`src/vtyp_pkg.sv`:
```
// vtyp_pkg: constants, types and helper functions for the yaw/pitch angle pipeline
// no dependencies; imported by the interfaces' users, the cordic stage and the top level
package vtyp_pkg;

  localparam int CORDIC_STAGES = 24;
  localparam int TABLE_MAX     = 32;
  localparam int IDX_W         = 5;
  localparam int DW            = 64;
  localparam int ANG_W         = 48;
  localparam int ANG_FRAC      = 40;
  localparam int OUT_FRAC      = 16;
  localparam int TW            = 49;

  localparam logic [31:0]   INV_GAIN = 32'h9B74EDA8;
  localparam logic [TW-1:0] DEG90_A  = TW'(64'd90 << ANG_FRAC);
  localparam logic [TW-1:0] DEG180_A = TW'(64'd180 << ANG_FRAC);
  localparam logic [TW-1:0] DEG360_A = TW'(64'd360 << ANG_FRAC);
  localparam logic [24:0]   DEG90_Q  = 25'(32'd90 << OUT_FRAC);
  localparam logic [24:0]   DEG270_Q = 25'(32'd270 << OUT_FRAC);
  localparam logic [25:0]   DEG360_Q = 26'(32'd360 << OUT_FRAC);

  typedef logic signed [ANG_W-1:0] ang_tab_t [TABLE_MAX];

  // per-transaction sign and zero flags of the input vector
  typedef struct packed {
    logic vert;
    logic xzero;
    logic xneg;
    logic yneg;
    logic ygt0;
    logic zgt0;
    logic zneg;
  } flags_t;

  // arctangent table, atan(2^-i) in degrees * 2^40, from its power series
  function automatic ang_tab_t fill_atan();
    ang_tab_t t;
    logic [63:0] base;
    logic [63:0] term;
    logic signed [63:0] sum;
    int k;
    int sh;
    base = 64'd246083499208 << 8;
    t[0] = ANG_W'(64'd45 << ANG_FRAC);
    for (int i = 1; i < TABLE_MAX; i++) begin
      sum = '0;
      k   = 0;
      sh  = i;
      while (sh < 64) begin
        term = (base >> sh) / 64'(2 * k + 1);
        if ((k & 1) != 0) sum = sum - $signed(term);
        else sum = sum + $signed(term);
        k  = k + 1;
        sh = i * (2 * k + 1);
      end
      t[i] = ANG_W'(sum);
    end
    return t;
  endfunction

  localparam ang_tab_t ATAN_TAB = fill_atan();

  // clamp a first-quadrant angle to [0, 90 degrees]
  function automatic logic [TW-1:0] clamp_q1(input logic signed [ANG_W-1:0] z);
    logic [TW-1:0] r;
    if (z[ANG_W-1]) r = '0;
    else if (TW'(z) > DEG90_A) r = DEG90_A;
    else r = TW'(z);
    return r;
  endfunction

  // round half up to Q9.16 and wrap 360 to 0
  function automatic logic [24:0] to_q16(input logic [TW-1:0] a);
    logic [TW:0] s;
    logic [25:0] r;
    s = {1'b0, a} + (TW + 1)'(64'd1 << (ANG_FRAC - OUT_FRAC - 1));
    r = 26'(s >> (ANG_FRAC - OUT_FRAC));
    if (r >= DEG360_Q) r = r - DEG360_Q;
    return 25'(r);
  endfunction

endpackage

```
`src/vtyp_cordic_stage.sv`:
```
// vtyp_cordic_stage: one registered vectoring cordic iteration
// depends on vtyp_pkg (widths, arctangent table)
module vtyp_cordic_stage import vtyp_pkg::*; (
  input  logic                    clk,
  input  logic                    en,
  input  logic [IDX_W-1:0]        idx,
  input  logic signed [DW-1:0]    x_in,
  input  logic signed [DW-1:0]    y_in,
  input  logic signed [ANG_W-1:0] z_in,
  output logic signed [DW-1:0]    x_out,
  output logic signed [DW-1:0]    y_out,
  output logic signed [ANG_W-1:0] z_out
);

  logic signed [DW-1:0] dx;
  logic signed [DW-1:0] dy;

  // floor shifts of the cross terms
  assign dx = y_in >>> idx;
  assign dy = x_in >>> idx;

  // rotate toward the x axis
  always_ff @(posedge clk) begin
    if (en) begin
      if (!y_in[DW-1]) begin
        x_out <= x_in + dx;
        y_out <= y_in - dy;
        z_out <= z_in + ATAN_TAB[idx];
      end else begin
        x_out <= x_in - dx;
        y_out <= y_in + dy;
        z_out <= z_in - ATAN_TAB[idx];
      end
    end
  end

endmodule

```
`config.mk`:
```
export PLATFORM = sky130hd
export DESIGN_NAME = vtyp_cordic_stage
export DESIGN_NICKNAME = d
export VERILOG_FILES = /design/src/vtyp_pkg.sv /design/src/vtyp_cordic_stage.sv
export SDC_FILE = /design/constraint.sdc
export NUM_CORES = 1
export LEC_CHECK = 0
export ABC_CLOCK_PERIOD_IN_PS = 11400
export BUFFER_PORTS_ARGS = -buffer_cell sky130_fd_sc_hd__buf_2
export CORE_MARGIN = 3
export CORE_UTILIZATION = 38
export CTS_CLUSTER_DIAMETER = 200
export DETAILED_ROUTE_END_ITERATION = 12
export PLACE_DENSITY_LB_ADDON = 0.12
export SYNTH_ARGS = -nofsm -noshare
export SYNTH_HDL_FRONTEND = slang
export SYNTH_SLANG_ARGS = --single-unit
```
`constraint.sdc`:
```
create_clock -name clk -period 11.4 [get_ports clk]
set_input_delay 1.71 -clock clk [delete_from_list [all_inputs] [get_ports clk]]
set_output_delay 1.71 -clock clk [all_outputs]
set_load 0.05 [all_outputs]
```
==> flow_summary.json <==
{
  "p_per_area_nw_per_um2": 145,
  "synth_flop_cell": "edfxtp_1",
  "core_area_um2": 80700,
  "synth.top_cells.by_count": "307 x nand2_1, 303 x a21oi_1, 264 x nor2_1, 207 x o21ai_0, 204 x ha_1",
  "timing.fmax_mhz": 105,
  "pwr-share-comb_pct": 66.4,
  "critical_path.max_fanout": 43,
  "setup-violations-final": 0,
  "end_kind": "flop",
  "arrival_ns": 9.82,
  "p_sw_mw": 2.61,
  "postCtsSetupBuffers": 0,
  "synth-seq-cells": 176,
  "htreeDepth": 4,
  "synth-edff-count": 176,
  "peakVddDrop_v": 0.000119,
  "grt_pass1_wl_mm": 204,
  "io_pins": 359,
  "worst_pin_slew_ns": 1.39,
  "p_clk_share_pct": 12.5,
  "required_ns": 11.67,
  "crit_cells": 25,
  "crit_end": "x_out[63]",
  "clock_path_buffers": 2,
  "max_stage_delay_ns": 1.09,
  "yosysWarnings": 0,
  "clock-root-buffer": "clkbuf_16",
  "period_share_pct": 83.8,
  "synth_most_common_cell": "nand2_1",
  "firstDrtPassIters": 6,
  "path_buf_inv": 3,
  "synth_top_cell_area_share_pct": 17.0,
  "status": "complete, no violations",
  "relSlewSlack_pct": 6.66,
  "worstSetupPathType": "in -> reg",
  "drc": 0,
  "numCtsBuffers": 17,
  "synthTopCellsByArea": "edfxtp_1 17%, mux4_2 13%, ha_1 8.2%, xnor2_1 5.5%, a21oi_1 4.9%",
  "fin_ws_ns": 1.84,
  "dp_hpwl_mm": 110,
  "die_w_um": 292,
  "wl_per_cell_um": 28.9,
  "fin_area_um2": 34100,
  "rsz0062_at_grt": "false",
  "synthArstFlopShare_pct": 0,
  "ys_seq_area_share_pct": 17.0,
  "switching_share_pct": 52.9,
  "syn_inst": 3571,
  "final_util_pct": 42.3,
  "crit_start": "idx[2]",
  "avgSynthCellArea_um2": 8.68,
  "dr_total_vias": 31600,
  "numPortBuffers": 358,
  "drive_gt1_share_pct": 20.7,
  "gp_congestion": 1.03,
  "wl_mm": 140,
  "pre_cts_slack_ns": 1.44,
  "rows": 104,
  "seqPwrFrac_pct": 21.1,
  "slowest_stage": "nor2_1",
  "cts_tree": "built",
  "syn-num-nets": 3961,
  "cts.clk_slew.worst_paths_ns": 0.08,
  "grt_pass1_vias": 29700,
  "cts_resized": 0,
  "clock-sinks": 176,
  "worst_path_most_repeated_cell": "nand2_1",
  "drtIter0Drc": 4162,
  "antenna_left": 0,
  "yosys.area.top_type": "edfxtp_1",
  "p_int_mw": 2.33,
  "grt_usage_pct": 31.9,
  "hold_class": "in -> reg",
  "setup-tns-final_ns": 0,
  "netlist_area_um2": 31000,
  "hold_buffers": 0,
  "slew_violations": 0,
  "overflow": 0,
  "grt_max_degree": 111,
  "critical_path.top_delay_family": "simple AND/OR/NAND/NOR gates",
  "yosysUniqueCellTypes": 111,
  "nets": 4171,
  "start_util_pct": 38.4,
  "antenna_found_initial": 8,
  "maxCapViolations": 0,
  "area_growth_pct": 10.1,
  "cellLeakagePower_nw": 13.6,
  "hold_viol": 0,
  "period_minus_slack_ns": 9.56,
  "chipHeight_um": 292,
  "fp.dieArea_um2": 85100,
  "placed_cell_area_um2": 33500,
  "avgViaCountPerCell": 6.50,
  "cp-start-kind": "input port"
}
layout by cell type, fill, tap and decap left out, types with 28 or more instances in the layout:
cell type | netlist | routed
a211oi_1 | 36 | 36
a21o_1 | 107 | 107
a21oi_1 | 303 | 303
a22oi_1 | 52 | 52
a31oi_1 | 56 | 56
and2_1 | 40 | 40
and3_1 | 43 | 43
buf_2 | 71 | 352
buf_4 | 15 | 64
edfxtp_1 | 176 | 176
ha_1 | 204 | 204
inv_1 | 72 | 71
mux2_2 | 82 | 82
mux2i_1 | 114 | 114
mux4_2 | 175 | 175
nand2_1 | 307 | 307
nand2b_1 | 35 | 35
nand3_1 | 58 | 58
nand4_1 | 37 | 37
nor2_1 | 264 | 262
nor2b_1 | 52 | 52
nor3_1 | 76 | 75
o211ai_1 | 37 | 37
o21a_1 | 30 | 30
o21ai_0 | 207 | 207
o21bai_1 | 28 | 28
o22ai_1 | 42 | 42
xnor2_1 | 195 | 195
xor2_1 | 124 | 124
per-stage QoR:
| step | hold slack [ns] | instances | total power [mW] |
|---|---|---|---|
| 4_1_cts | 1.50 | 4853 | 4.92 |
| 3_5_place_dp | 2.06 | 4821 | 4.27 |
| 5_1_grt | 1.54 | 4856 | 5.22 |
| 3_3_place_gp | 2.06 | 4821 | 4.29 |
| 2_1_floorplan | 1.82 | 3571 | 3.41 |
| 6_report | 1.53 | 4858 | 4.94 |
how the worst min path moves through the flow:
stage,from,end,depth (start not counted)
2_1_floorplan,en,x_out[0],0
3_3_place_gp,y_in[0],y_out[0],2
3_5_place_dp,y_in[0],y_out[0],2
4_1_cts,y_in[0],y_out[0],2
5_1_grt,y_in[0],y_out[0],2
6_report,y_in[0],y_out[0],2
power by group through the flow:
stage               Sequential (mW)  Clock [mW]  Combinational [mW]
finish                         1.04       0.619                3.28
global route                   1.06       0.662                3.49
CTS                            1.05       0.643                3.24
detailed placement             1.06           0                3.22
global placement               1.06           0                3.24
floorplan                      1.74           0                1.67
kinds of logic (layout without fill, tap and decap cells):
logic type / Yosys count / after routing / synth area share (%)
compound gates: 1147 / 1147 / 24.4
simple gates: 1027 / 1027 / 16.5
mux: 386 / 386 / 19.9
xor+xnor: 320 / 320 / 9.08
buf+inv: 308 / 531 / 4.70
fa+ha+maj: 207 / 207 / 8.42
flops: 176 / 176 / 17.0
other cells: 0 / 4 / 0
registers in the layout, summed over array words and instances, names as in the netlist:
register / count
x_out: 64
z_out: 48
y_out: 64
layout make-up:
cell class | count | area (µm²)
diodes | 4 | 10.0
repair buffers | 423 | 2360
clock buffers | 17 | 425
flip-flops and latches | 176 | 5290
well taps | 1060 | 1330
fillers | 8290 | 46500
clock inverters | 15 | 145
multi-input cells | 3087 | 24300
inverters | 76 | 289
layer usage:
layer / vias up / wire length [µm] / GRT usage [%]
li1: 14200 / - / -
met1: 15200 / 61000 / 45.5
met2: 1913 / 58700 / 46.5
met3: 242 / 15200 / 7.33
met4: 2 / 5570 / 12.2
met5: - / 13 / 0
Note: power is estimated with default switching activity, not from simulation.
